### src/rtl/tfr_pkg.sv
// ----------------------------------------------------------------------------
// tfr_pkg
// shared types and constants of the timed frame receiver and command decoder
// ----------------------------------------------------------------------------
`default_nettype none

package tfr_pkg;

    localparam logic [7:0] HDR_ADDRESSED = 8'hFD;
    localparam logic [7:0] HDR_BROADCAST = 8'h00;
    localparam logic [7:0] OP_SETTINGS   = 8'h00;
    localparam logic [7:0] OP_PING       = 8'h01;

    // fixed byte positions inside a frame
    localparam int IDX_HDR      = 0;
    localparam int IDX_LEN      = 1;
    localparam int IDX_BCAST_OP = 2;
    localparam int IDX_OP       = 4;
    localparam int IDX_LIGHT    = 5;
    localparam int IDX_MOTION   = 6;
    localparam int IDX_MUTE     = 7;

    localparam int MIN_BCAST_LEN  = 5;
    localparam int MIN_ADDR_LEN   = 7;
    localparam int ADDR_OVERHEAD  = 6;
    localparam int MIN_CONFIG_LEN = 10;

    localparam logic [1:0] ACT_DROP  = 2'd0;
    localparam logic [1:0] ACT_SET   = 2'd1;
    localparam logic [1:0] ACT_HELLO = 2'd2;

    localparam logic CFG_IDX_LIMIT = 1'b0;
    localparam logic CFG_IDX_COORD = 1'b1;

    typedef struct packed {
        logic len_bcast;   // count >= 5
        logic len_addr;    // count >= 7
        logic len_config;  // count >= 10
        logic len_match;   // length byte equals count - 6
    } len_flags_t;

    // one closed frame, reduced to the bytes the decoder looks at
    typedef struct packed {
        logic [7:0]  hdr;
        logic [7:0]  bcast_op;
        logic [7:0]  op;
        logic [7:0]  light;
        logic [7:0]  motion;
        logic [7:0]  mute;
        logic [15:0] src;
        len_flags_t  flags;
    } frame_rec_t;

endpackage

`default_nettype wire

### src/rtl/tfr_front.sv
// ----------------------------------------------------------------------------
// tfr_front
// collects received bytes, counts window ticks and hands closed frames on
// ----------------------------------------------------------------------------
`default_nettype none

module tfr_front
    import tfr_pkg::*;
#(
    parameter int FRAME_DEPTH = 64
)
(
    input  wire logic       clk,
    input  wire logic       rst_n,
    input  wire logic       s_axis_tvalid,
    output logic            s_axis_tready,
    input  wire logic [7:0] s_axis_tdata,
    input  wire logic       s_axis_tuser,
    input  wire logic [7:0] limit,
    input  wire logic       q_full,
    output logic            q_push,
    output frame_rec_t      q_rec
);

    localparam int CNT_W = $clog2(FRAME_DEPTH + 1);

    logic [CNT_W-1:0] count_reg, count_next;
    logic [7:0]       tick_reg, tick_next;
    logic [7:0]       hdr_reg, len_reg, bcast_op_reg, op_reg;
    logic [7:0]       light_reg, motion_reg, mute_reg;
    logic [7:0]       src_hi_reg, src_lo_reg;
    logic             accept, is_byte, is_tick, receiving, wr_en, close;
    logic [8:0]       len_expect;

    assign s_axis_tready = !q_full;
    assign accept    = s_axis_tvalid && s_axis_tready;
    assign is_byte   = accept && !s_axis_tuser;
    assign is_tick   = accept && s_axis_tuser;
    assign receiving = (count_reg != '0);
    assign wr_en     = is_byte && (count_reg != CNT_W'(FRAME_DEPTH));
    assign tick_next = tick_reg + 8'd1;
    assign close     = is_tick && receiving && (tick_next > limit);
    assign q_push    = close;

    always_comb
    begin
        count_next = count_reg;
        if (close)
        begin
            count_next = '0;
        end
        else if (wr_en)
        begin
            count_next = count_reg + CNT_W'(1);
        end
    end

    always_ff @(posedge clk or negedge rst_n)
    begin
        if (!rst_n)
        begin
            count_reg <= '0;
            tick_reg  <= '0;
        end
        else
        begin
            count_reg <= count_next;
            if (is_byte && !receiving)
            begin
                tick_reg <= '0;
            end
            else if (is_tick && receiving)
            begin
                tick_reg <= tick_next;
            end
        end
    end

    // only the fixed positions and the last two stored bytes matter to the decoder
    always_ff @(posedge clk)
    begin
        if (wr_en)
        begin
            src_hi_reg <= src_lo_reg;
            src_lo_reg <= s_axis_tdata;
            if (count_reg == CNT_W'(IDX_HDR))      hdr_reg      <= s_axis_tdata;
            if (count_reg == CNT_W'(IDX_LEN))      len_reg      <= s_axis_tdata;
            if (count_reg == CNT_W'(IDX_BCAST_OP)) bcast_op_reg <= s_axis_tdata;
            if (count_reg == CNT_W'(IDX_OP))       op_reg       <= s_axis_tdata;
            if (count_reg == CNT_W'(IDX_LIGHT))    light_reg    <= s_axis_tdata;
            if (count_reg == CNT_W'(IDX_MOTION))   motion_reg   <= s_axis_tdata;
            if (count_reg == CNT_W'(IDX_MUTE))     mute_reg     <= s_axis_tdata;
        end
    end

    assign len_expect = 9'(count_reg) - 9'(ADDR_OVERHEAD);

    always_comb
    begin
        q_rec.hdr              = hdr_reg;
        q_rec.bcast_op         = bcast_op_reg;
        q_rec.op               = op_reg;
        q_rec.light            = light_reg;
        q_rec.motion           = motion_reg;
        q_rec.mute             = mute_reg;
        q_rec.src              = {src_hi_reg, src_lo_reg};
        q_rec.flags.len_bcast  = (count_reg >= CNT_W'(MIN_BCAST_LEN));
        q_rec.flags.len_addr   = (count_reg >= CNT_W'(MIN_ADDR_LEN));
        q_rec.flags.len_config = (count_reg >= CNT_W'(MIN_CONFIG_LEN));
        q_rec.flags.len_match  = ({1'b0, len_reg} == len_expect);
    end

endmodule

`default_nettype wire

### src/rtl/tfr_queue.sv
// ----------------------------------------------------------------------------
// tfr_queue
// two-entry queue of closed frames between the front and the decoder
// ----------------------------------------------------------------------------
`default_nettype none

module tfr_queue
    import tfr_pkg::*;
(
    input  wire logic       clk,
    input  wire logic       rst_n,
    input  wire logic       push,
    input  wire frame_rec_t push_rec,
    output logic            full,
    input  wire logic       pop,
    output logic            head_valid,
    output frame_rec_t      head_rec
);

    frame_rec_t entry_reg [2];
    logic       wr_ptr_reg, rd_ptr_reg;
    logic [1:0] fill_reg, fill_next;

    assign full       = (fill_reg == 2'd2);
    assign head_valid = (fill_reg != 2'd0);
    assign head_rec   = entry_reg[rd_ptr_reg];

    always_comb
    begin
        fill_next = fill_reg;
        if (push && !pop)
        begin
            fill_next = fill_reg + 2'd1;
        end
        else if (pop && !push)
        begin
            fill_next = fill_reg - 2'd1;
        end
    end

    always_ff @(posedge clk or negedge rst_n)
    begin
        if (!rst_n)
        begin
            wr_ptr_reg <= 1'b0;
            rd_ptr_reg <= 1'b0;
            fill_reg   <= 2'd0;
        end
        else
        begin
            fill_reg <= fill_next;
            if (push)
            begin
                wr_ptr_reg <= !wr_ptr_reg;
            end
            if (pop)
            begin
                rd_ptr_reg <= !rd_ptr_reg;
            end
        end
    end

    always_ff @(posedge clk)
    begin
        if (push)
        begin
            entry_reg[wr_ptr_reg] <= push_rec;
        end
    end

endmodule

`default_nettype wire

### src/rtl/tfr_back.sv
// ----------------------------------------------------------------------------
// tfr_back
// checks a closed frame, applies its command and registers the result
// ----------------------------------------------------------------------------
`default_nettype none

module tfr_back
    import tfr_pkg::*;
(
    input  wire logic        clk,
    input  wire logic        rst_n,
    input  wire logic        head_valid,
    input  wire frame_rec_t  head_rec,
    output logic             pop,
    input  wire logic [15:0] coord,
    output logic             m_axis_tvalid,
    input  wire logic        m_axis_tready,
    output logic [31:0]      m_axis_tdata
);

    logic [7:0] light_reg, motion_reg, mute_reg;
    logic       configured_reg;
    logic [7:0] light_next, motion_next, mute_next;
    logic       configured_next;
    logic [1:0] action;
    logic       addr_ok;
    logic       out_valid_reg;
    logic [1:0] out_action_reg;
    logic [7:0] out_light_reg, out_motion_reg, out_mute_reg;
    logic       out_configured_reg;

    assign pop = head_valid && (!out_valid_reg || m_axis_tready);

    assign addr_ok = head_rec.flags.len_addr && head_rec.flags.len_match
                     && (head_rec.src == coord);

    always_comb
    begin
        action = ACT_DROP;
        if (head_rec.hdr == HDR_ADDRESSED)
        begin
            if (addr_ok)
            begin
                if (head_rec.op == OP_SETTINGS)
                begin
                    action = head_rec.flags.len_config ? ACT_SET : ACT_DROP;
                end
                else if (head_rec.op == OP_PING)
                begin
                    action = ACT_HELLO;
                end
            end
        end
        else if (head_rec.hdr == HDR_BROADCAST)
        begin
            if (head_rec.flags.len_bcast && (head_rec.bcast_op == OP_PING))
            begin
                action = ACT_HELLO;
            end
        end
    end

    always_comb
    begin
        light_next      = light_reg;
        motion_next     = motion_reg;
        mute_next       = mute_reg;
        configured_next = configured_reg;
        if (pop && (action == ACT_SET))
        begin
            light_next      = head_rec.light;
            motion_next     = head_rec.motion;
            mute_next       = head_rec.mute;
            configured_next = 1'b1;
        end
    end

    always_ff @(posedge clk or negedge rst_n)
    begin
        if (!rst_n)
        begin
            light_reg      <= '0;
            motion_reg     <= '0;
            mute_reg       <= '0;
            configured_reg <= 1'b0;
            out_valid_reg  <= 1'b0;
        end
        else
        begin
            light_reg      <= light_next;
            motion_reg     <= motion_next;
            mute_reg       <= mute_next;
            configured_reg <= configured_next;
            if (pop)
            begin
                out_valid_reg <= 1'b1;
            end
            else if (m_axis_tready)
            begin
                out_valid_reg <= 1'b0;
            end
        end
    end

    always_ff @(posedge clk)
    begin
        if (pop)
        begin
            out_action_reg     <= action;
            out_light_reg      <= light_next;
            out_motion_reg     <= motion_next;
            out_mute_reg       <= mute_next;
            out_configured_reg <= configured_next;
        end
    end

    assign m_axis_tvalid = out_valid_reg;
    assign m_axis_tdata  = {5'd0, out_configured_reg, out_mute_reg, out_motion_reg,
                            out_light_reg, out_action_reg};

endmodule

`default_nettype wire

### src/rtl/timed_frame_receiver_command_decoder.sv
// ----------------------------------------------------------------------------
// timed_frame_receiver_command_decoder
// collects a timed frame of received bytes and decodes its command
// ----------------------------------------------------------------------------
//  channel  | direction | tdata fields (low bit up)                 | tuser
//  s_axis   | in        | rx_byte[7:0]                              | func
//  m_axis   | out       | action[1:0] light_enable[9:2]             | -
//           |           | motion_enable[17:10] mute_setting[25:18]  |
//           |           | configured_flag[26], zero fill [31:27]    |
//  cfg      | in        | cfg_index 0 window_tick_limit, 1 coordinator_address
//
//  one request per cycle while s_axis_tready is high; the front end stores a byte or counts a tick as it is accepted
//  a closing tick's result passes through the frame queue and the output register before it is valid on m_axis
//  s_axis_tready drops only while the two-entry frame queue is full
//  rst_n clears counters, settings and the queue; limit resets to 6
// ----------------------------------------------------------------------------
`default_nettype none

module timed_frame_receiver_command_decoder
    import tfr_pkg::*;
#(
    parameter int FRAME_DEPTH = 64
)
(
    input  wire logic        clk,
    input  wire logic        rst_n,
    input  wire logic        s_axis_tvalid,
    output logic             s_axis_tready,
    input  wire logic [7:0]  s_axis_tdata,   // rx_byte
    input  wire logic        s_axis_tuser,   // func
    output logic             m_axis_tvalid,
    input  wire logic        m_axis_tready,
    output logic [31:0]      m_axis_tdata,   // action, light, motion, mute, configured
    input  wire logic        cfg_we,
    input  wire logic        cfg_index,
    input  wire logic [15:0] cfg_wdata
);

    logic [7:0]  limit_reg;
    logic [15:0] coord_reg;
    logic        q_push, q_full, q_pop, q_valid;
    frame_rec_t  push_rec, head_rec;

    always_ff @(posedge clk or negedge rst_n)
    begin
        if (!rst_n)
        begin
            limit_reg <= 8'd6;
            coord_reg <= 16'd0;
        end
        else if (cfg_we)
        begin
            case (cfg_index)
                CFG_IDX_LIMIT: limit_reg <= cfg_wdata[7:0];
                CFG_IDX_COORD: coord_reg <= cfg_wdata;
                default:       limit_reg <= limit_reg;
            endcase
        end
    end

    tfr_front #(
        .FRAME_DEPTH (FRAME_DEPTH)
    ) u_front (
        .clk           (clk),
        .rst_n         (rst_n),
        .s_axis_tvalid (s_axis_tvalid),
        .s_axis_tready (s_axis_tready),
        .s_axis_tdata  (s_axis_tdata),
        .s_axis_tuser  (s_axis_tuser),
        .limit         (limit_reg),
        .q_full        (q_full),
        .q_push        (q_push),
        .q_rec         (push_rec)
    );

    tfr_queue u_queue (
        .clk        (clk),
        .rst_n      (rst_n),
        .push       (q_push),
        .push_rec   (push_rec),
        .full       (q_full),
        .pop        (q_pop),
        .head_valid (q_valid),
        .head_rec   (head_rec)
    );

    tfr_back u_back (
        .clk           (clk),
        .rst_n         (rst_n),
        .head_valid    (q_valid),
        .head_rec      (head_rec),
        .pop           (q_pop),
        .coord         (coord_reg),
        .m_axis_tvalid (m_axis_tvalid),
        .m_axis_tready (m_axis_tready),
        .m_axis_tdata  (m_axis_tdata)
    );

    // a closed frame never lands on a full queue
    assert property (@(posedge clk) disable iff (!rst_n) !(q_push && q_full))
        else $error("frame pushed into full queue");

    // a settings result always reports the block as configured
    assert property (@(posedge clk) disable iff (!rst_n)
        (m_axis_tvalid && (m_axis_tdata[1:0] == ACT_SET)) |-> m_axis_tdata[26])
        else $error("settings result without configured flag");

    // a waiting result is not replaced before it is taken
    assert property (@(posedge clk) disable iff (!rst_n)
        (m_axis_tvalid && !m_axis_tready) |=> (m_axis_tvalid && $stable(m_axis_tdata)))
        else $error("stalled result changed");

endmodule

`default_nettype wire

### config.mk
export PLATFORM = sky130hd
export DESIGN_NAME = timed_frame_receiver_command_decoder
export DESIGN_NICKNAME = d
export VERILOG_FILES = /design/src/rtl/tfr_pkg.sv /design/src/rtl/tfr_front.sv /design/src/rtl/tfr_queue.sv /design/src/rtl/tfr_back.sv /design/src/rtl/timed_frame_receiver_command_decoder.sv
export SDC_FILE = /design/constraint.sdc
export NUM_CORES = 1
export LEC_CHECK = 0
export BUFFER_PORTS_ARGS = -buffer_cell sky130_fd_sc_hd__buf_2
export CORE_MARGIN = 1
export CORE_UTILIZATION = 60
export DETAILED_ROUTE_END_ITERATION = 8
export GPL_TIMING_DRIVEN = 0
export PLACE_DENSITY_LB_ADDON = 0.25
export RECOVER_POWER = 100
export SETUP_SLACK_MARGIN = 0.05
export SLEW_MARGIN = 20
export SYNTH_ARGS = -nofsm -noshare
export SYNTH_HDL_FRONTEND = slang
export SYNTH_SLANG_ARGS = --single-unit
### constraint.sdc
create_clock -name clk -period 16.85 [get_ports clk]
set_input_delay 2.5275 -clock clk [delete_from_list [all_inputs] [get_ports clk]]
set_output_delay 2.5275 -clock clk [all_outputs]
set_load 0.01 [all_outputs]
==> results.yml <==
status:
  outcome: "finished, violations left"
  violations: "capacitance limit, slew limit"
placed_design:
  gp_congestion: 0.8746
  numPortBuffers: 59
  dpl_cell_area_um2: 12090
  place_hpwl_um: 12740
yosys:
  synth_edf_count: 235
  synth_most_common_cell: "edfxtp_1"
  ys_types: 48
  syn_inst: 640
  yosysWarnings: 0
  async_flop_share_pct: 22.70
  ys_seq_elements: 304
  synth_top_area_share_pct: 62.14
  synthTopCellsByArea: "edfxtp_1 62%, dfrtp_1 15%, mux2_2 4.8%"
  syn-mean-instance-area_um2: 17.74
  synth_top_cell_by_area: "edfxtp_1"
  syn_area_um2: 11360
  yosysSeqAreaShare_pct: 77.37
  synth_common_cells: "235 x edfxtp_1, 67 x dfrtp_1, 48 x mux2_2"
  ys.flop_type: "edfxtp_1"
layout:
  insertedDiodeCount: 0
  drive_gt1_share_pct: 16.16
  syn_to_final_growth_pct: 13.23
  nNetsFinal: 787
  final.fill_count: 1174
  final_area_um2: 12860
  largest_reg_flops: 136
sta:
  timing.slew.headroom_pct: -70.90
  tightest_slew_ns: 2.564
  setup_tns_ns: 0
  rsz0062_at_grt: "false"
  fin_crit_sh_pct: 40.23
  slew_viol_final: 210
  skew_ns: 0.01150
  hold_viol_final: 0
  setup_viol: 0
  fmax_mhz: 147.5
  layout_min_cycle_time_ns: 6.780
  hold_ws_ns: 0.4395
setup_path:
  cp-start-kind: "input pin"
  cp.arrival_ns: 6.87
  crit_start: "s_axis_tuser"
  r2r_cells: 11
  crit_type: "in -> reg"
  critical-path-slowest-cell: "clkbuf_1"
  cp_max_fo: 45
  cp.depth: 6
  crit_chain: "clkbuf_1 > o2111ai_1 > a211oi_1 > clkbuf_1 > and2_0 > clkbuf_1"
  cp_num_buf_inv: 3
  endpoint_kind: "flip-flop"
  critical-path-top-delay-family: "buffers and inverters"
  reg2reg_from: "u_front.tick_reg[0]"
  ff2ff_setup_slack_ns: 10.70
  cp_slowest_stage_delay_ns: 1.90
  cpMostUsedCell: "clkbuf_1"
  worstPathRequired_ns: 16.94
  crit_path_end: "u_queue.entry_reg[1][0]"
  r2r_end: "u_queue.entry_reg[1][0]"
floorplanning:
  die_area_um2: 19480
  io_pins: 65
  die_h_um: 139.6
  start_util_pct: 62.16
  die_w_um: 139.6
  core_um2: 18270
  rows: 49
global_route:
  antenna_found_initial: 0
  grt_first_pass_wirelength_um: 30650
  overflow: 0
  gr-usage-all-layers_pct: 20.84
  grt_pass1_vias: 5753
  grt_start_max_net_pins: 46
clock_tree:
  clkLatencyLatePin_ns: 0.53
  cts.sinks: 304
  clockBufferDepth: 3
  cts_hold_buf: 0
  h-tree-depth: 1
  cts_tree: "done"
  cts-root-buf: "clkbuf_16"
  cts_buffers: 29
  post_cts_resized: 0
  clkTransAtPathRegs_ns: 0.06
  post-cts-setup-buffer-count: 0
route:
  wirelength_um: 19490
  ant_nets: 0
  avgViaCountPerCell: 5.600
  drc: 0
  wl_per_cell_um: 19.68
  initialDrtViolationCount: 342
  drt_first_pass_iters: 5
  vias: 5544
worst_hold_path:
  min_path_type: "reg -> reg"
power:
  irDropWorstVdd_uv: 96.86
  power.density_nw_per_um2: 147.5
  leakage_nw: 4.738
run:
  drv_cap: 8
==> through the flow <==
step	total power, mW	util, %	cells	worst slack, ns
3_3_place_gp	1.253	65.42	932	8.581
5_1_grt	1.977	70.38	990	9.656
2_1_floorplan	1.164	-	644	10.35
4_1_cts	1.922	71.47	990	12.24
6_report	1.897	70.38	990	10.07
3_5_place_dp	1.276	66.15	937	11.68
==> report_power, final <==
group / total [mW] / internal [mW] / switching [mW]
registers: 0.928 / 0.888 / 0.0400
clock network: 0.649 / 0.379 / 0.270
logic: 0.320 / 0.130 / 0.190
==> layout make-up <==
class                      instances  area, µm²  share of cell area (%)
sequential                       304       8786                   68.33
clock buffer                      30      729.5                   5.673
tap                              229      286.5                   2.228
inverter                          13      48.80                  0.3795
clock inverter                    23      242.7                   1.888
timing repair buffer              64      262.8                   2.043
multi-input combinational        305       2389                   18.58
buffer                            22      113.9                  0.8855
==> cells by family (layout without fill, tap and decap cells) <==
family	count (synthesis)	in the layout	share of synthesized area, %
xor gates and xnor gates	42	42	3.239
DFF	304	304	77.37
and+or+nand+nor	119	119	5.476
adders and majority gates	17	17	1.873
muxes	85	85	8.231
buffers and inverters	35	152	1.631
other	1	5	0.03302
AOI/OAI and AO/OA	37	37	2.149
==> layout by cell type, fill, tap and decap left out, types with 6 or more instances in the layout <==
| cell | synthesis | final |
|---|---|---|
| mux2i_1 | 18 | 18 |
| xor2_1 | 12 | 12 |
| nand3_1 | 11 | 11 |
| nor2_1 | 32 | 32 |
| clkbuf_16 | 0 | 29 |
| xnor2_1 | 30 | 30 |
| ha_1 | 17 | 17 |
| buf_4 | 6 | 6 |
| edfxtp_1 | 235 | 235 |
| clkbuf_1 | 9 | 60 |
| inv_1 | 13 | 13 |
| mux2_1 | 19 | 23 |
| nand2_1 | 24 | 24 |
| buf_2 | 1 | 19 |
| a21oi_1 | 7 | 7 |
| nand4_1 | 8 | 8 |
| mux2_2 | 48 | 44 |
| dfrtp_1 | 67 | 67 |
| clkinv_2 | 0 | 7 |
| nor3_1 | 6 | 7 |
| o21ai_0 | 12 | 12 |
| nor4_1 | 8 | 8 |
==> worst register-to-register path, delay by kind of cell (launching register included) <==
kind                     cells  cell delay (ns)
AND/OR/NAND/NOR              4             1.77
adder cells (fa/ha/maj)      2             0.57
buffers and inverters        2             2.30
XOR/XNOR                     1             0.11
flip-flops                   1             0.43
AO/OA/AOI/OAI                2             0.50
==> worst min path at each step <==
stage / start / endpoint / depth (start not counted)
after floorplan: u_front.src_hi_reg[0] / u_queue.entry_reg[0][12] / 0
after global placement: u_front.op_reg[5] / u_queue.entry_reg[1][49] / 0
after detailed placement: u_front.bcast_op_reg[6] / u_queue.entry_reg[0][58] / 0
after CTS: u_front.bcast_op_reg[6] / u_queue.entry_reg[0][58] / 0
after global routing: u_front.mute_reg[5] / u_queue.entry_reg[1][25] / 0
final: u_front.bcast_op_reg[6] / u_queue.entry_reg[0][58] / 0
==> per-layer routing <==
layer	up-vias	global-route usage, %	part of all wire (%)
li1	2581	-	-
met1	2792	27.31	43
met2	131	36.00	51
met3	40	3.476	4.0
met4	0	6.536	2.8
met5	-	0	0
Note: power is estimated with default switching activity, not from simulation.
